<file path="config.mk">
export PLATFORM = sky130hd
export DESIGN_NAME = fdcm_front
export DESIGN_NICKNAME = d
export VERILOG_FILES = /design/src/rtl/fdcm_pkg.sv /design/src/rtl/fdcm_front.sv
export SDC_FILE = /design/constraint.sdc
export NUM_CORES = 1
export LEC_CHECK = 0
export BUFFER_PORTS_ARGS = -buffer_cell sky130_fd_sc_hd__buf_4
export CAP_MARGIN = 25
export CORE_ASPECT_RATIO = 0.8
export CORE_MARGIN = 1
export CORE_UTILIZATION = 23
export DETAILED_ROUTE_END_ITERATION = 12
export GPL_TIMING_DRIVEN = 0
export PLACE_DENSITY = 0.5
export SETUP_SLACK_MARGIN = 0.4
export SLEW_MARGIN = 20
export SYNTH_ARGS = -nofsm -noshare
export SYNTH_HDL_FRONTEND = slang
export SYNTH_SLANG_ARGS = --single-unit
</file>
<file path="constraint.sdc">
create_clock -name clk -period 13.41 [get_ports clk]
set_input_delay 2.0115 -clock clk [delete_from_list [all_inputs] [get_ports clk]]
set_output_delay 2.0115 -clock clk [all_outputs]
set_load 0.05 [all_outputs]
</file>
<file path="src/rtl/fdcm_pkg.sv">
// ----------------------------------------------------------------------------
// fdcm_pkg
// Shared types and constants for the frame difference change mask block.
// ----------------------------------------------------------------------------
package fdcm_pkg;

	// default sizes
	localparam int SAMPLE_WIDTH_DEF = 16;
	localparam int MAX_DELAY_DEF    = 4096;

	// register widths
	localparam int THR_W  = 16;
	localparam int BLEN_W = 21;
	localparam int DLY_W  = 13;
	localparam int POS_W  = 20;
	localparam int CFG_W  = 21;
	localparam int IDX_W  = 2;

	// longest block; larger settings saturate here
	localparam logic [BLEN_W-1:0] BLOCK_LIMIT = 21'd1048576;

	// configuration register indexes
	typedef enum logic [IDX_W-1:0] {
		REG_NOISE_THRESHOLD = 2'd0,
		REG_BLOCK_LENGTH    = 2'd1,
		REG_DELAY_LENGTH    = 2'd2
	} reg_idx_t;

	// control carried by the pipeline stage between lookup and compare
	typedef struct packed {
		logic valid;
		logic cmp;
	} ctl_t;

endpackage

</file>
<file path="src/rtl/fdcm_front.sv">
// ----------------------------------------------------------------------------
// fdcm_front
// Input stage: block position, store pointer, compare decision and store
// addressing for each accepted sample.
// ----------------------------------------------------------------------------
module fdcm_front #(
	parameter int SAMPLE_WIDTH = fdcm_pkg::SAMPLE_WIDTH_DEF,
	parameter int MAX_DELAY    = fdcm_pkg::MAX_DELAY_DEF,
	parameter int AW           = (MAX_DELAY > 1) ? $clog2(MAX_DELAY) : 1
) (
	input  logic                          clk,
	input  logic                          arst_n,
	input  logic                          s_tvalid,
	output logic                          s_tready,
	input  logic [SAMPLE_WIDTH-1:0]       sample,
	input  logic                          first_sample,
	input  logic [fdcm_pkg::BLEN_W-1:0]   block_length,
	input  logic [fdcm_pkg::DLY_W-1:0]    delay_length,
	input  logic                          down_ready,
	output fdcm_pkg::ctl_t                ctl_s1,
	output logic [SAMPLE_WIDTH-1:0]       sample_s1,
	output logic                          st_we,
	output logic [AW-1:0]                 st_waddr,
	output logic                          st_re,
	output logic [AW-1:0]                 st_raddr
);
	import fdcm_pkg::*;

	localparam int CW = ((AW > DLY_W) ? AW : DLY_W) + 1;
	localparam logic [CW-1:0] DEPTH_C = CW'(MAX_DELAY);
	localparam logic [AW-1:0] LAST_A  = AW'(MAX_DELAY - 1);

	logic [POS_W-1:0]  pos_q;
	logic [AW-1:0]     ptr_q;
	logic              valid_s1;
	logic              cmp_s1;

	logic              accept;
	logic [BLEN_W-1:0] blen;
	logic [POS_W-1:0]  pos_eff;
	logic [BLEN_W-1:0] pos_nxt;
	logic              key_ok;
	logic              cmp;
	logic [CW-1:0]     ptr_c;
	logic [CW-1:0]     dly_c;
	logic [CW-1:0]     raddr_c;

	assign s_tready = !valid_s1 || down_ready;
	assign accept   = s_tvalid && s_tready;

	// position and compare decision
	always_comb begin
		blen    = (block_length > BLOCK_LIMIT) ? BLOCK_LIMIT : block_length;
		pos_eff = (first_sample || (BLEN_W'(pos_q) >= blen)) ? '0 : pos_q;
		key_ok  = (delay_length != '0) && (BLEN_W'(delay_length) < blen)
			&& (CW'(delay_length) <= DEPTH_C);
		cmp     = key_ok && (BLEN_W'(pos_eff) >= BLEN_W'(delay_length));
		pos_nxt = BLEN_W'(pos_eff) + BLEN_W'(1);
		if (pos_nxt >= blen) begin
			pos_nxt = '0;
		end
	end

	// circular read address, delay_length entries behind the write pointer
	always_comb begin
		ptr_c = CW'(ptr_q);
		dly_c = CW'(delay_length);
		if (ptr_c >= dly_c) begin
			raddr_c = ptr_c - dly_c;
		end else begin
			raddr_c = ptr_c + DEPTH_C - dly_c;
		end
	end

	assign st_we    = accept;
	assign st_waddr = ptr_q;
	assign st_re    = accept && cmp;
	assign st_raddr = raddr_c[AW-1:0];

	// position and pointer state
	always_ff @(posedge clk or negedge arst_n) begin
		if (!arst_n) begin
			pos_q <= '0;
			ptr_q <= '0;
		end else if (accept) begin
			pos_q <= pos_nxt[POS_W-1:0];
			ptr_q <= (ptr_q == LAST_A) ? '0 : ptr_q + AW'(1);
		end
	end

	// stage 1 valid
	always_ff @(posedge clk or negedge arst_n) begin
		if (!arst_n) begin
			valid_s1 <= 1'b0;
		end else if (accept) begin
			valid_s1 <= 1'b1;
		end else if (down_ready) begin
			valid_s1 <= 1'b0;
		end
	end

	// stage 1 payload
	always_ff @(posedge clk) begin
		if (accept) begin
			cmp_s1    <= cmp;
			sample_s1 <= sample;
		end
	end

	// fields in declaration order: valid, cmp
	assign ctl_s1 = {valid_s1, cmp_s1};

endmodule

</file>
; ---- Word level (Yosys, flattened, before mapping)
; Index checks and enable logic that the tools add are counted.
[totals]
out_inout_bits = 45
in_bits = 55
regBits = 50
[op_classes]
eq_ne = 1
addsub = 5
mux = 7
reduce_logical = 10
n_lt_le_gt_ge = 7
[ops]
columns = op, n
row1 = $mux 20, 2
row2 = $add 12x1->12 const B, 2
row3 = $mux 12, 2
row4 = $sub 12x12->12, 2
row5 = $add 20x1->21 const B, 1
row6 = $ge 20x21->1, 1
row7 = $ge 21x21->1, 1
row8 = $gt 21x21->1 const B, 1
row9 = $lt 13x21->1, 1
row10 = $mux 21, 1
row11 = $ge 20x13->1, 1
row12 = $ge 12x13->1, 1
row13 = $le 13x13->1 const B, 1
row14 = $reduce_bool 13->1, 1
row15 = $eq 12x12->1 const B, 1
row16 = $logic_and 1x1->1, 5
row17 = $logic_or 1x1->1, 2
row18 = $mux 1, 2
row19 = $reduce_bool 2->1, 1
row20 = $logic_not 1->1, 1

; ---- Longest topological paths before layout
[depth]
depth_word = 8
mapped_depth = 22

; ---- Least setup slack after synthesis
; OpenSTA, ideal clock, no wires.
[synth_timing]
path_kind = input -> output
startpoint = input block_length[1] (netlist bit)
endpoint = output st_re
t_arrival_ps = 6465
stages = 19
slack_ps = 4933
path_buffers = 2
path_cell_list = nor4_1 > nand4_1 > o21ai_0 > nand2_1 > ha_1 > and4_1 > nor4bb_1 > o31ai_1 > a31oi_2 > or2_2 > buf_2 > buf_2 > nor2_1 > ha_1 > a21o_1 > a21oi_1 > o311ai_0 > a221oi_1 > nor3_1
[synth_via]
elab_chain_len = 8
word_cells_on_any_way = 11
cone_classes = order compare: 4 / mux: 2 / reduce/logical: 5
[synth_rtl]
columns = item, line_no
row1 = start: declaration, fdcm_front.sv:17  ; input logic [fdcm_pkg::BLEN_W-1:0] block_length,
row2 = $gt 21x21->1, fdcm_front.sv:53  ; blen = (block_length > BLOCK_LIMIT) ? BLOCK_LIMIT : block_length;
row3 = $mux 21 *, fdcm_front.sv:53
row4 = $ge 20x21->1, fdcm_front.sv:54  ; pos_eff = (first_sample || (BLEN_W'(pos_q) >= blen)) ? '0 : pos_q;
row5 = $logic_or 1x1->1, fdcm_front.sv:54
row6 = $mux 20, fdcm_front.sv:54
row7 = $ge 20x13->1, fdcm_front.sv:57  ; cmp = key_ok && (BLEN_W'(pos_eff) >= BLEN_W'(delay_length));
row8 = $logic_and 1x1->1 *, fdcm_front.sv:57
row9 = $logic_and 1x1->1 *, fdcm_front.sv:77  ; assign st_re = accept && cmp;
row10 = end: declaration, fdcm_front.sv:24  ; output logic st_re,
; Mark *: on every way between the ends. The rest lies on a longest branch, timed or not.

; ---- Worst setup path after layout
; Same ends and word-level chain as after synthesis.

==> results.md <==
- Status: complete, no violations
- Setup Fix Bufs, Post-CTS: 0
- Most frequent cells in the layout: buf_4, ha_1, nand2_1
- Die H: 129 um
- Core footprint: 19300 um2
- Initial core utilization: 23.9%
- PortBufs: 99
- CTS buffer count: 5
- Clock network fraction of design power: 22.8%
- CP startpoint kind: input pin
- Synth Instances: 530
- Initial detailed-routing violation count: 245
- Wire length per cell: 16.0 um
- Vias per inst: 4.71
- Hold_ws: 531 ps
- Clock sink count: 50
- EDFF count, synth: 17
- Total negative setup slack: 0 ps
- Dominant synthesized flop cell: dfrtp_1
- Most common cell after layout, fill and taps aside: buf_4
- Power Internal: 0.337 mW
- Crit end category: output pin
- Vias in the first global route: 4039
- Maximum VDD drop: 0.106 mV
- Global-route wire length before repair: 23.2 mm
- Min Tclk post-route: 9610 ps
- HP Class: reg2reg
- ANT nets after route: 0
- Vias: 4218
- Final Cycle Share: 71.7%
- Drt pass-1 iters: 5
- Cts hold-fix bufs: 0
- Post_cts resized: 0
- Layout Skew: 11.6 ps
- I/O Pins: 100
- P&R area growth vs syn: 26.8%
- Clk buf depth: 2
- Endpoints failing setup: 0
- Mapped Avg Cell Area: 8.72 um2
- GR Overflow Total: 0
- Fill count: 2091
- RSZ-0062 raised after global routing: no
- Initial antenna violation count: 0
- Final WL: 14.3 mm
- TritonCTS clock tree: done
- Synth area leaders: ha_1, dfrtp_1, edfxtp_1
- ANT cells: 0
- Unique masters post-synth: 57
- Register area: 1340 um2
- RD Place Congestion: 0.826
- Async set-or-reset flop fraction in the synthesized netlist: 66.0%
- Reg clk slew, reported paths: 80 ps
- H-tree depth: 2
- Slew margin rel.: 33.7%
- Logic pwr share: 46.0%
- Crit path DAT: 7600 ps
- Synthesized flop and latch total: 50
- Final HPWL DP: 11.5 mm
- Register area share after synthesis: 28.9%
- Die width: 161 um
- Fmax: 0.104 GHz
- NetSw: 0.260 mW
- Ratio of cells with drive above 1 in the final layout: 20.2%
- Worst skew pair latency: 300 ps
- Worst Path Max Fanout: 10
- Overall routing resource usage: 14.6%
- CP required: 11400 ps
- Top-area cell type share of the netlist area: 20.8%
- Die area: 20700 um2
- Worst Tran Pin Value: 990 ps
- Reg2reg setup slack: 8260 ps
- Crit Path Category: in2out
- Placed Cells: 888
- Max Slew Vio Count: 0
- Largest area contributor in the netlist: ha_1
- Largest net degree at the start of global routing: 34
- Synth warn: 0
- Leakage power: 2.72 nW
- Post-route insts no fill: 896
- Switching fraction of total power: 43.5%
- Net count after synthesis: 663
- DRC viols: 0
- Area of the multi-input gates: 3090 um2
- Post-Syn Area: 4620 um2
- Hold Vio Cnt, Final: 0
- Sequential Power Share: 31.2%
- Max-cap violations: 0
- FP Rows: 45
- Clk Tree Root Cell: clkbuf_16
- NumNets Final: 770
- Pwr dens: 102 nW/um2
[worst max-delay path, stage by stage]
cell and delay (ps):
buf_4 120, nor4_1 570, nand4_1 170, o21ai_0 560
nand2_1 260, ha_1 350, and4_1 220, nor4bb_1 300
o31ai_1 150, a31oi_2 420, nor2_1 230, clkbuf_1 340
and2_1 260, ha_1 280, a21o_1 190, a21oi_1 140
nor2b_1 50, o21ai_0 160, o311ai_0 160, a221oi_1 340
nor3_1 100, buf_4 220
[flip-flops by register name, indices dropped and copies added, names as in the netlist]
signal and count:
pos_q 20, cmp_s1 1, valid_s1 1, sample_s1 16, st_waddr 12
[per-layer routing]
metal | part of all wire (%) | vias up | track usage (%)
met5 | 0 | - | 0
met4 | 0.66 | 0 | 2.52
met3 | 4.8 | 6 | 2.19
met2 | 43 | 113 | 22.6
met1 | 52 | 1967 | 21.5
li1 | - | 2132 | -
[path summary, 6_finish.rpt]
kind | from | end | cells past startpoint
min | st_waddr[4]$_DFFE_PN0P_ | st_waddr[4]$_DFFE_PN0P_ | 1
min reg2reg | st_waddr[4]$_DFFE_PN0P_ | st_waddr[4]$_DFFE_PN0P_ | 1
max in group asynchronous | arst_n | pos_q[3]$_DFFE_PN0P_ | 1
max reg2reg | pos_q[7]$_DFFE_PN0P_ | pos_q[13]$_DFFE_PN0P_ | 17
max | block_length[1] | st_re | 22
min in group asynchronous | arst_n | pos_q[17]$_DFFE_PN0P_ | 1
[power by group through the flow]
stage	clock network, mW	registers [mW]	logic (mW)
6_report	0.136	0.186	0.275
3_3_place_gp	0	0.190	0.275
4_1_cts	0.141	0.187	0.277
3_5_place_dp	0	0.190	0.276
2_1_floorplan	0	0.218	0.154
5_1_grt	0.147	0.189	0.299
[through the flow]
step	power, mW	area [um2]	setup slack [ps]	utilization, %
CTS	0.605	5860	3750	30.4
global route	0.635	5860	3310	30.4
detailed placement	0.466	5710	3790	29.6
floorplan	0.373	4620	4930	-
global placement	0.465	5690	3790	29.5
finish	0.598	5860	3800	30.4
[cell usage after synthesis, drive strengths merged (2+ instances only)]
| cell | number |
|---|---|
| a2111oi | 2 |
| a211oi | 3 |
| a21boi | 2 |
| a21o | 6 |
| a21oi | 28 |
| a221oi | 2 |
| a22o | 9 |
| a31oi | 12 |
| and2 | 11 |
| and3 | 10 |
| and4 | 3 |
| buf | 9 |
| clkbuf | 7 |
| clkinv | 2 |
| dfrtp | 33 |
| edfxtp | 17 |
| ha | 77 |
| inv | 28 |
| mux2i | 2 |
| nand2 | 57 |
| nand2b | 8 |
| nand3 | 18 |
| nand4 | 13 |
| nor2 | 54 |
| nor2b | 6 |
| nor3 | 9 |
| nor4 | 9 |
| o211ai | 5 |
| o21a | 4 |
| o21ai | 27 |
| o31ai | 3 |
| or2 | 4 |
| or3 | 2 |
| xnor2 | 23 |
| xor2 | 14 |
[area by class of cell]
| cell class | count | share of cell area (%) |
|---|---|---|
| Clock inverter | 2 | 0.213 |
| Tap cell | 258 | 5.51 |
| Inverter | 30 | 1.92 |
| Timing Repair Buffer | 100 | 13.0 |
| Clock buffer | 6 | 2.37 |
| Multi-Input combinational cell | 434 | 52.7 |
| Sequential cell | 50 | 22.8 |
| Buffer | 16 | 1.49 |
[cells by family after synthesis]
kind of cell               Yosys count  synth area share (%)
adders and majority gates           78                  21.3
muxes                                2                 0.433
buffers and inverters               46                  4.30
xor gates and xnor gates            37                  7.01
and+or+nand+nor                    207                  22.4
AOI/OAI and AO/OA                  110                  15.7
DFF                                 50                  28.9
(Power assumes the default switching activity.)
