### src/rtl/fdcm_pkg.sv
// ----------------------------------------------------------------------------
// fdcm_pkg
// Shared types and constants for the frame difference change mask block.
// ----------------------------------------------------------------------------
package fdcm_pkg;

	// default sizes
	localparam int SAMPLE_WIDTH_DEF = 16;
	localparam int MAX_DELAY_DEF    = 4096;

	// register widths
	localparam int THR_W  = 16;
	localparam int BLEN_W = 21;
	localparam int DLY_W  = 13;
	localparam int POS_W  = 20;
	localparam int CFG_W  = 21;
	localparam int IDX_W  = 2;

	// longest block; larger settings saturate here
	localparam logic [BLEN_W-1:0] BLOCK_LIMIT = 21'd1048576;

	// configuration register indexes
	typedef enum logic [IDX_W-1:0] {
		REG_NOISE_THRESHOLD = 2'd0,
		REG_BLOCK_LENGTH    = 2'd1,
		REG_DELAY_LENGTH    = 2'd2
	} reg_idx_t;

	// control carried by the pipeline stage between lookup and compare
	typedef struct packed {
		logic valid;
		logic cmp;
	} ctl_t;

endpackage

### src/rtl/fdcm_cmp.sv
// ----------------------------------------------------------------------------
// fdcm_cmp
// Absolute difference against the delayed sample, threshold test and the
// output register.
// ----------------------------------------------------------------------------
module fdcm_cmp #(
	parameter int SAMPLE_WIDTH = fdcm_pkg::SAMPLE_WIDTH_DEF
) (
	input  logic                        clk,
	input  logic                        arst_n,
	input  fdcm_pkg::ctl_t              ctl_s1,
	input  logic [SAMPLE_WIDTH-1:0]     sample_s1,
	input  logic [SAMPLE_WIDTH-1:0]     rd_data,
	input  logic [fdcm_pkg::THR_W-1:0]  noise_threshold,
	output logic                        down_ready,
	output logic                        out_valid,
	input  logic                        out_ready,
	output logic                        changed,
	output logic                        compared
);
	import fdcm_pkg::*;

	localparam int DW = SAMPLE_WIDTH + 1;
	localparam int MW = (DW > THR_W) ? DW : THR_W;

	logic          valid_q;
	logic          changed_q;
	logic          compared_q;
	logic [DW-1:0] diff;
	logic [DW-1:0] absd;
	logic          over;

	// signed difference, magnitude and threshold test
	always_comb begin
		diff = {sample_s1[SAMPLE_WIDTH-1], sample_s1} - {rd_data[SAMPLE_WIDTH-1], rd_data};
		absd = diff[DW-1] ? (~diff + DW'(1)) : diff;
		over = MW'(absd) > MW'(noise_threshold);
	end

	assign down_ready = !valid_q || out_ready;

	// output register
	always_ff @(posedge clk or negedge arst_n) begin
		if (!arst_n) begin
			valid_q <= 1'b0;
		end else if (down_ready) begin
			valid_q <= ctl_s1.valid;
		end
	end

	always_ff @(posedge clk) begin
		if (down_ready && ctl_s1.valid) begin
			compared_q <= ctl_s1.cmp;
			changed_q  <= ctl_s1.cmp && over;
		end
	end

	assign out_valid = valid_q;
	assign changed   = changed_q;
	assign compared  = compared_q;

endmodule
### config.mk
export PLATFORM = sky130hd
export DESIGN_NAME = fdcm_cmp
export DESIGN_NICKNAME = d
export VERILOG_FILES = /design/src/rtl/fdcm_pkg.sv /design/src/rtl/fdcm_cmp.sv
export SDC_FILE = /design/constraint.sdc
export NUM_CORES = 1
export LEC_CHECK = 0
export ABC_AREA = 0
export BUFFER_PORTS_ARGS = -buffer_cell sky130_fd_sc_hd__clkbuf_2
export CORE_ASPECT_RATIO = 0.5
export CORE_MARGIN = 2
export CORE_UTILIZATION = 50
export CTS_CLUSTER_DIAMETER = 200
export DETAILED_ROUTE_END_ITERATION = 8
export PLACE_DENSITY = 0.88
export SYNTH_ARGS = -nofsm -noshare
export SYNTH_HDL_FRONTEND = slang
export SYNTH_SLANG_ARGS = --single-unit
### constraint.sdc
create_clock -name clk -period 1.1 [get_ports clk]
set_input_delay 0.22 -clock clk [delete_from_list [all_inputs] [get_ports clk]]
set_output_delay 0.22 -clock clk [all_outputs]
set_load 0.005 [all_outputs]
; Word level (Yosys, flattened, before mapping)
; Index checks and enable logic that the tools add are counted.
[word_totals]
ff_bits = 3
input_bits = 53
out_inout_bits = 4
elab_cells = 12
[op_classes]
n_addsub = 2
order_cmp = 1
muxes = 1
n_bitwise = 1
reduce_logical = 4
[ops]
columns = op, count
row1 = adder 17 x 1 -> 17 bit (second input constant), 1
row2 = greater-than comparator 17 x 16 -> 1 bit, 1
row3 = two-way mux 17 bit, 1
row4 = NOT 17 bit, 1
row5 = subtractor 16 x 16 -> 17 bit, 1
row6 = logical AND 1 bit, 2
row7 = logical NOT 1 bit, 1
row8 = logical OR 1 bit, 1

; Longest topological paths before layout
; Gate-level depths: netlist of the first run.
[logic_depth]
depth_word = 6
mapped_depth = 21
mapped_depth_nobuf = 20

; Least setup slack after synthesis of the first run
; OpenSTA, ideal clock, no wires.
[synth_timing]
path_type = input -> register
startpoint = input rd_data[2]
endpoint = register changed_q, in the netlist changed, data pin
setup_ns = 0.180
t_arrival_ns = 3.740
required_time_ns = 0.920
path_slack_ns = -2.820
cell_stages = 17
path_buffers = 0
path_cell_list = inv_1 > ha_1 > nor2b_1 > o2111a_1 > a2111oi_2 > xor2_1 > a21boi_1 > nand3_1 > o41a_2 > xor2_1 > ha_1 > nand4_1 > or2_2 > a21oi_1 > o21ai_0 > a211o_1 > o41ai_2
[synth_between]
elab_chain_cells = 6
[synth_rtl]
columns = item, line
row1 = "start, declared", fdcm_cmp.sv:13  ; input logic [SAMPLE_WIDTH-1:0] rd_data,
row2 = subtractor 16 x 16 -> 17 bit *, fdcm_cmp.sv:35  ; diff = {sample_s1[SAMPLE_WIDTH-1], sample_s1} - {rd_data[SAMPLE_WIDTH-1], rd_data};
row3 = NOT 17 bit, fdcm_cmp.sv:36  ; absd = diff[DW-1] ? (~diff + DW'(1)) : diff;
row4 = adder 17 x 1 -> 17 bit, fdcm_cmp.sv:36
row5 = two-way mux 17 bit *, fdcm_cmp.sv:36
row6 = greater-than comparator 17 x 16 -> 1 bit *, fdcm_cmp.sv:37  ; over = MW'(absd) > MW'(noise_threshold);
row7 = logical AND 1 bit *, fdcm_cmp.sv:54  ; changed_q <= ctl_s1.cmp && over;
row8 = "end signal, assigned", fdcm_cmp.sv:54
row9 = "end, declared", fdcm_cmp.sv:27  ; logic changed_q;
; Every way passes the cells marked *; elsewhere a longest branch is shown, timed or not.
; A chain may end at the register's enable or synchronous reset.

; Worst setup path after layout of the first run
[layout_timing]
startpoint = input sample_s1[0]
endpoint = register changed_q, in the netlist changed, data pin
[layout_between]
elab_chain_cells = 6
[layout_rtl]
columns = item, line
row1 = "start, declared", fdcm_cmp.sv:12  ; input logic [SAMPLE_WIDTH-1:0] sample_s1,
row2 = subtractor 16 x 16 -> 17 bit *, fdcm_cmp.sv:35
row3 = NOT 17 bit, fdcm_cmp.sv:36
row4 = adder 17 x 1 -> 17 bit, fdcm_cmp.sv:36
row5 = two-way mux 17 bit *, fdcm_cmp.sv:36
row6 = greater-than comparator 17 x 16 -> 1 bit *, fdcm_cmp.sv:37
row7 = logical AND 1 bit *, fdcm_cmp.sv:54
; Marks and branches as above.

==> run metrics, run 1 <==
status complete, but fails checks; failing checks setup timing; delay-heaviest family, CP simple AND/OR/NAND/NOR gates; layout cells sized above 1 49.5%; area of the mapped netlist 0.00175 mm^2; Async SR Flop Fraction 33.3%; Final Power 0.00305 W; routability cong. 0.906; Reg clk slew, reported paths 0.03 ns; setup violators final 1; Post-synth EDFFs 2; PnR worst setup slack -2.85 ns; Clock H-tree levels 1; post-synthesis cell type with the largest combined area ha_1; Lkg Pwr 1.52 nW; CP Capture Type flop; hold path cells 1; initial drt markers 282; clock tree buffer depth 2; final hold slack 0.208 ns; RSZ-0062 raised after global routing yes; power per standard cell area 1030 mW/mm^2; pre-CTS worst setup slack -2.95 ns; setup_tns -2.85 ns; post-DP HPWL 4.79 mm; Root Buffer clkbuf_8; Starting Density 51.7%; Critical Path Fanout Max 3; Fin. Hold Viols 0; Synth Area in Adders 24.8%; Slew @ Worst Pin 0.507 ns; switch share 47.2%; Synth top area share 23.7%; startpoint types input port; first-pass GRT wire length 10.4 mm; Peak VDD IR 0.433 mV; compound-cell area share of the yosys netlist 30.0%; Post-Synthesis Cells 239; worst flop-to-flop path endpoint compared; Syn-to-layout area delta 69.7%; Layout fillers 154; syn nets 326; post-route ant nets 0; r2r setup slk 0.11 ns; xor/xnor share of the synthesized area 11.0%; clock latency on the worst-skew pair 0.22 ns; Worst Path Buf+Inv 4; slowest stage cell on the critical path ha_1; num ports 57; fin. max-slew vios 0; Worst Hold Class input port to flop; switching power total 0.00144 W; # clock sinks 3; worst path arrival time 3.91 ns; full die area 0.00401 mm^2; height of the die 45.8 um; gr usage total 34.2%; CTS buffer count 3; count leader, synth inv_1; register bit total from synthesis 3; mux cell area share after synthesis 0%; DR vias 2700; CP peak stage delay 0.43 ns; Pint 0.00161 W; Comb power frac 84.7%; CTS tree yes; most frequent cells after synthesis inv_1 (38), ha_1 (33), xnor2_1 (17); Main synth FF type edfxtp_1; CP required 1.07 ns; slew margin rel. 65.3%; core footprint 0.00338 mm^2; warnings from Yosys 0; GRT overflow 0; drt drc 0; Worst Hold End compared; std cell rows 15; number of vias per cell 6.60; period utilization 359%; Net count, final 454; Max Cap Viol 0; min-delay src ctl_s1[0]; largest net degree at the start of global routing 10; Area contributors post-synth ha_1 (24%), xnor2_1 (8.5%), inv_1 (8.2%); skew final 0.000448 ns; post-synthesis simple-gate area fraction 20.2%; sequential cell area fraction in the yosys report 4.87%; First-pass DRT Iterations 9; crit-path cells buf_8 > inv_8 > ha_4 > fa_2 > nor2b_4 > o221ai_4 > a211oi_2 > nor2_1 > xnor2_1 > buf_4 > buf_4 > o31ai_4 > xnor2_1 > ha_1 > nand4_1 > or2_4 > nor3_1 > a211o_1 > o41ai_2; vias in the first global route 2327; Final min period 3.95 ns; Avg Cell Area, Syn 7.30 um^2; Crit Path Class input port to flop; Flop pwr share 4.5%; drt total wl 9.16 mm; main combinational cell family by area after synthesis compound AO/OA/AOI/OAI gates; DR WL/cell 22.4 um; Die X 87.6 um; post-layout util 87.7%; Fmax 253 MHz; count of cell types in the netlist 53; initial antenna violation count 2; R2R cell count 2; clock group share of total power 10.8%; IO buf count 56; reg2reg start out_valid
## flip-flops by register name, summed over array words and instances (netlist names)
| signal | flops |
|---|---|
| compared | 1 |
| changed | 1 |
| out_valid | 1 |
## kinds of logic after synthesis
kind of cell,count (synthesis)
compound gates,72
xor+xnor,22
fa+ha+maj,34
buf+inv,42
flops,3
simple gates,66
## placed cells by master (no fill, tap or decap), drive strengths merged, types with 2 or more instances in the layout
master	n
o21ai	16
a21o	5
a21oi	12
nand2	16
o221ai	2
o22ai	3
nor2b	5
nand4	5
a31o	3
a2111oi	2
a31oi	3
or4	3
a211oi	2
and3	2
xor2	5
o31ai	4
o21a	6
nand3	5
o211a	2
and2	3
o41ai	2
ha	33
buf	72
inv	38
xnor2	17
o211ai	2
nand2b	4
clkbuf	57
edfxtp	2
or2	4
nor2	14
## worst max-delay path by stage
stage,startpoint,to,slack [ns],cells after the start
6_report,sample_s1[0],changed,-2.85,19
5_1_grt,rd_data[5],changed,-3.11,19
4_1_cts,sample_s1[0],changed,-2.49,17
3_5_place_dp,sample_s1[0],changed,-2.95,17
3_3_place_gp,sample_s1[0],changed,-2.79,17
2_1_floorplan,rd_data[5],changed,-2.51,17
## layer usage
layer	part of all wire (%)	up-vias	track usage [%]
li1	-	1120	-
met1	35	1181	38.9
met2	43	289	62.4
met3	13	108	5.62
met4	8.9	2	20.3
met5	0.14	-	0
## power by group through the flow
stage	clock (W)	combinational (W)	sequential, W
finish	0.000330	0.00258	0.000138
global route	0.000342	0.00270	0.000139
CTS	0.000325	0.00205	0.000138
detailed placement	0	0.00191	0.000139
global placement	0	0.00179	0.000138
floorplan	0	0.00115	0.000140
## stage by stage
step                      std cells  cell area, um^2
after floorplan                 239             1820
after global placement          392             2560
after detailed placement        392             2560
after CTS                       401             2760
after global routing            408             2960
final                           409             2960
## repair_timing
item	in CTS	in global routing
buffers inserted	4	6
hold buffers	1	0
endpoints found under the hold margin	1	0
gates cloned	0	1
setup endpoints to repair	1	2
pin swaps	16	15
resized for setup	19	31
## worst reg2reg max path, stage by stage (launching register included)
cell	delay, ns
dfrtp_1	0.37
nand2b_1	0.12
and2_1	0.20
## layout make-up
| type | instances | area (um^2) | area share, % |
|---|---|---|---|
| Antenna cell | 1 | 2.50 | 0.0845 |
| Clock buffer | 4 | 45.0 | 1.52 |
| Inverter | 38 | 150 | 5.07 |
| Multi-Input combinational cell | 195 | 1800 | 60.8 |
| Sequential cell | 3 | 85.1 | 2.87 |
| Tap cell | 42 | 52.6 | 1.77 |
| Timing Repair Buffer | 126 | 825 | 27.8 |
Power figures use the tool's default switching activity.
==> run 2: changes to the inputs <==
- CORE_UTILIZATION: 50 -> 47
- PLACE_DENSITY: 0.88 -> 0.87
- clock period: 1.1 -> 3.3 ns (I/O delays scaled with it)
==> run 2 against run 1 <==
Effect of this change: the flow still finishes with violations (setup timing); die area up 5.9%; largest power group unchanged; via count down 3.0%; first-iteration DRC count up 9.9%; sequential power down 67%; critical path type unchanged; power down 68%; core utilization down 4.6 points; highest routed layer is now met4; combinational power down 68%; final cell count up 0.73%.
==> run metrics, run 2 (same netlist as run 1, synthesis figures left out) <==
status complete, but fails checks; failing checks setup timing; std cell rows 15; ANT cells 0; PnR worst setup slack -1.14 ns; full die area 0.00425 mm^2; height of the die 47.1 um; Cell Area, Placed 0.00258 mm^2; Final min period 4.44 ns; first-pass GRT wire length 10.6 mm; GRT overflow 0; Syn-to-layout area delta 66.1%; setup_tns -1.14 ns; First-pass DRT Iterations 5; fin. max-slew vios 0; routability cong. 0.869; # clock sinks 3; Layout fillers 177; core footprint 0.00349 mm^2; CTS tree yes; Reg clk slew, reported paths 0.03 ns; DR WL/cell 20.3 um; Peak VDD IR 0.143 mV; clock tree buffer depth 2; Critical Path Fanout Max 3; Final Power 0.000979 W; num ports 57; Fin. Hold Viols 0; Clock H-tree levels 1; RSZ-0062 raised after global routing yes; largest net degree at the start of global routing 10; Finished Cell Area 0.00290 mm^2; Fmax 225 MHz; gr usage total 31.7%; cts hold-fix bufs 0; initial drt markers 310; post-route ant nets 0; initial antenna violation count 0; Starting Density 50.0%; skew final 0.00180 ns; DR vias 2620; CP required 3.26 ns; Root Buffer clkbuf_8; startpoint types input port; Die X 90.2 um; worst path arrival time 4.41 ns; drt total wl 8.36 mm; Max Cap Viol 0; clock latency on the worst-skew pair 0.22 ns; CTS buffer count 3; CP Capture Type flop; Lkg Pwr 1.50 nW; number of vias per cell 6.36; slew margin rel. 66.2%; post-layout util 83.0%; Crit Path Class input port to flop; most frequent cells in the layout buf_4 (66), clkbuf_2 (55), inv_1 (36); IO buf count 56; Net count, final 449; commonest non-fill, non-tap cell in the layout buf_4; drt drc 0; Slew @ Worst Pin 0.504 ns; Worst Hold Class input port to async pin; vias in the first global route 2442; setup violators final 1; post-DP HPWL 4.60 mm; period utilization 135%; layout cells sized above 1 46.5%; power per standard cell area 338 mW/mm^2
==> run 2: cell types whose count changed in the layout (fill, tap and decap cells not counted), sizes merged <==
cell	change
buf	-5
diode	-1
a31o	-1
dlygate4sd3	-1
clkbuf	+2
==> run 2: metal layers <==
metal | vias up | wire [um] | global-route usage, %
li1 | 1108 | - | -
met1 | 1132 | 2940 | 33.7
met2 | 277 | 3630 | 59.7
met3 | 103 | 966 | 6.10
met4 | 0 | 819 | 26.5
met5 | - | 0 | 0
==> run 2: repair_timing <==
item | 4_1_cts | 5_1_grt
endpoints found under the setup margin | 1 | 1
gates resized for setup | 23 | 14
buffers inserted | 3 | 3
pin swaps | 14 | 10
==> run 2: stage by stage <==
step	cells	hold slack, ns	worst slack [ns]
global placement	402	0.434	-1.03
detailed placement	402	0.437	-1.32
CTS	409	0.212	-0.716
global route	412	0.210	-1.29
finish	412	0.208	-1.14
floorplan	239	0.364	-0.747
==> run 2: worst max-delay path: stages <==
cell	delay [ns]
clkbuf_2	0.11
ha_4	0.17
fa_2	0.38
nor2b_4	0.18
o221ai_4	0.16
a211oi_2	0.39
nor2_1	0.15
xnor2_1	0.22
or4_4	0.61
buf_4	0.18
o21ai_1	0.22
xnor2_1	0.12
ha_1	0.21
nor2_1	0.15
o211ai_1	0.11
o21ai_1	0.16
a211o_1	0.16
o41ai_2	0.07
==> run 2: worst paths after layout <==
path,start,to,depth (start not counted),slack [ns]
max,rd_data[0],changed,18,-1.14
min,arst_n,out_valid,1,0.21
max reg2reg,out_valid,compared,2,2.35
min reg2reg,out_valid,out_valid,2,0.54
max in group asynchronous,arst_n,out_valid,1,3.01
min in group clk,out_valid,out_valid,2,0.54
==> run 2: power breakdown <==
| group | leakage (nW) | internal, W | switching (W) | total [W] |
|---|---|---|---|---|
| clock network | 0.0228 | 0.0000826 | 0.0000271 | 0.000110 |
| registers | 0.0301 | 0.0000448 | 0.000000965 | 0.0000457 |
| logic | 1.44 | 0.000393 | 0.000431 | 0.000823 |
==> run 2: area by class of cell <==
type / instances / area (um^2) / share of cell area [%]
inverter: 38 / 150 / 5.18
clock buffer: 4 / 45.0 / 1.55
tap: 51 / 63.8 / 2.20
timing repair buffer: 122 / 786 / 27.1
sequential: 3 / 85.1 / 2.93
multi-input combinational: 194 / 1770 / 61.0
==> run 3: changes to the inputs <==
- ABC_AREA: 0 -> 1
- CORE_UTILIZATION: 47 -> 50
- PLACE_DENSITY: 0.87 -> 0.88
==> run 3 against run 2 <==
Effect of this change: the run still ends with setup timing left; worst hold slack improved by 0.0028 ns; register-to-register slack barely moved; clock skew fell by 0.0015 ns; highest routed layer unchanged; via count rose by 9.6%; routed wire length fell by 19%; combinational power rose by 1%; flip-flop and latch count did not move; die area rose by 17%.
==> run metrics, run 3 <==
first-pass GRT wire length 9.32 mm; commonest non-fill, non-tap cell in the layout nand2_1; most frequent cells after synthesis nand2_1 (123), inv_1 (90), ha_1 (33); Cell Area, Placed 0.00294 mm^2; routability cong. 0.890; CTS tree yes; worst path arrival time 3.59 ns; Avg Cell Area, Syn 5.54 um^2; Crit Path Class input port to flop; skew final 0.000266 ns; clock latency on the worst-skew pair 0.22 ns; PnR worst setup slack -0.319 ns; Main synth FF type edfxtp_1; period utilization 110%; Root Buffer clkbuf_8; largest net degree at the start of global routing 9; Final min period 3.62 ns; switch share 49.1%; Area contributors post-synth nand2_1 (21%), ha_1 (19%), inv_1 (15%); Syn-to-layout area delta 45.6%; clock group share of total power 11.0%; full die area 0.00496 mm^2; First-pass DRT Iterations 6; Async SR Flop Fraction 33.3%; register bit total from synthesis 3; RSZ-0062 raised after global routing yes; CTS buffer count 3; height of the die 50.8 um; power per standard cell area 309 mW/mm^2; number of vias per cell 5.07; Net count, final 601; core footprint 0.00404 mm^2; Die X 97.6 um; drt drc 0; Final Power 0.000988 W; Critical Path Fanout Max 3; vias in the first global route 2289; status complete, but fails checks; clock tree buffer depth 2; Synth top area share 21.1%; Slew @ Worst Pin 0.384 ns; Reg clk slew, reported paths 0.03 ns; Lkg Pwr 1.97 nW; switching power total 0.000485 W; Fin. Hold Viols 0; post-route insts no fill 567; Flop pwr share 4.6%; IO buf count 56; ANT cells 0; sequential cell area fraction in the yosys report 3.88%; num ports 57; DR WL/cell 11.9 um; startpoint types input port; count leader, synth nand2_1; post-synthesis cell type with the largest combined area nand2_1; CP required 3.27 ns; layout cells sized above 1 36.5%; Pint 0.000503 W; slowest stage cell on the critical path fa_2; gr usage total 22.3%; area of the mapped netlist 0.00219 mm^2; Max Cap Viol 0; failing checks setup timing; CP Capture Type flop; Post-Synthesis Cells 396; Post-synth EDFFs 2; Worst Path Buf+Inv 3; post-DP HPWL 4.79 mm; Clock H-tree levels 1; syn nets 483; # clock sinks 3; post-route ant nets 0; count of cell types in the netlist 33; DR vias 2872; slew margin rel. 74.4%; Worst path most repeated cell nand2_1; Peak VDD IR 0.137 mV; initial drt markers 251; std cell rows 16; delay-heaviest family, CP simple AND/OR/NAND/NOR gates; fin. max-slew vios 0; Finished Cell Area 0.00319 mm^2; Fmax 276 MHz; Comb power frac 84.4%; drt total wl 6.76 mm; CP peak stage delay 0.38 ns; most frequent cells in the layout nand2_1 (119), inv_1 (87), buf_4 (57); GRT overflow 0; dpl cells 557; Starting Density 54.2%; initial antenna violation count 0; setup violators final 1; warnings from Yosys 0; Worst Hold Class input port to async pin
-- run 3: cell types whose count changed after synthesis, moves of 7 or more --
cell | previous run | this run
xnor2_1 | 17 | 2
o21ai_0 | 15 | 5
inv_1 | 38 | 90
nand3_2 | 0 | 7
nand3_1 | 5 | 27
nand2_2 | 0 | 15
nand2_1 | 16 | 123
nor2_1 | 14 | 30
-- run 3: through the flow --
stage | setup TNS, ns | worst slack, ns | hold WS [ns] | util (%)
global placement | -0.335 | -0.335 | 0.435 | 72.6
finish | -0.319 | -0.319 | 0.211 | 78.9
floorplan | -0.100 | -0.100 | 0.364 | -
detailed placement | -0.410 | -0.410 | 0.439 | 72.6
CTS | -0.147 | -0.147 | 0.211 | 73.9
global route | -0.559 | -0.559 | 0.208 | 78.9
-- run 3: worst paths after layout --
path / end / cells after the start / slack (ns) / startpoint
max: changed / 25 / -0.32 / sample_s1[0]
min: out_valid / 1 / 0.21 / arst_n
max reg2reg: compared / 1 / 2.36 / out_valid
min reg2reg: out_valid / 2 / 0.52 / out_valid
max in group asynchronous: out_valid / 1 / 3.00 / arst_n
min in group clk: out_valid / 2 / 0.52 / out_valid
-- run 3: logic make-up after synthesis --
logic type	after synthesis	synth area share, %
AND/OR/NAND/NOR	222	46.3
buffers and inverters	95	17.5
adder cells (fa/ha/maj)	34	19.7
AO/OA/AOI/OAI	32	8.62
XOR/XNOR	10	4.00
flip-flops	3	3.88
-- run 3: area by class of cell --
class | count | area [um^2]
multi-input combinational | 298 | 1900
fill | 292 | 852
timing repair buffer | 115 | 743
inverter | 93 | 354
sequential | 3 | 85.1
tap | 54 | 67.6
clock buffer | 4 | 45.0
-- run 3: power by group through the flow --
stage | logic [W] | clock network, W | registers [W]
2_1_floorplan | 0.000465 | 0 | 0.0000463
3_3_place_gp | 0.000679 | 0 | 0.0000459
3_5_place_dp | 0.000700 | 0 | 0.0000462
4_1_cts | 0.000706 | 0.000111 | 0.0000457
5_1_grt | 0.000921 | 0.000115 | 0.0000458
6_report | 0.000833 | 0.000109 | 0.0000456
-- run 3: what timing repair did --
action	CTS	global route
gates resized for setup	1	32
pin swaps	4	34
setup endpoints to repair	1	1
buffers inserted	0	6
hold buffers	0	0
-- run 3: metal layers --
metal,track usage [%],vias up,wire (um)
li1,-,1459,-
met1,31.5,1226,3010
met2,38.2,148,3040
met3,2.05,39,474
met4,3.24,0,240
met5,0,-,0
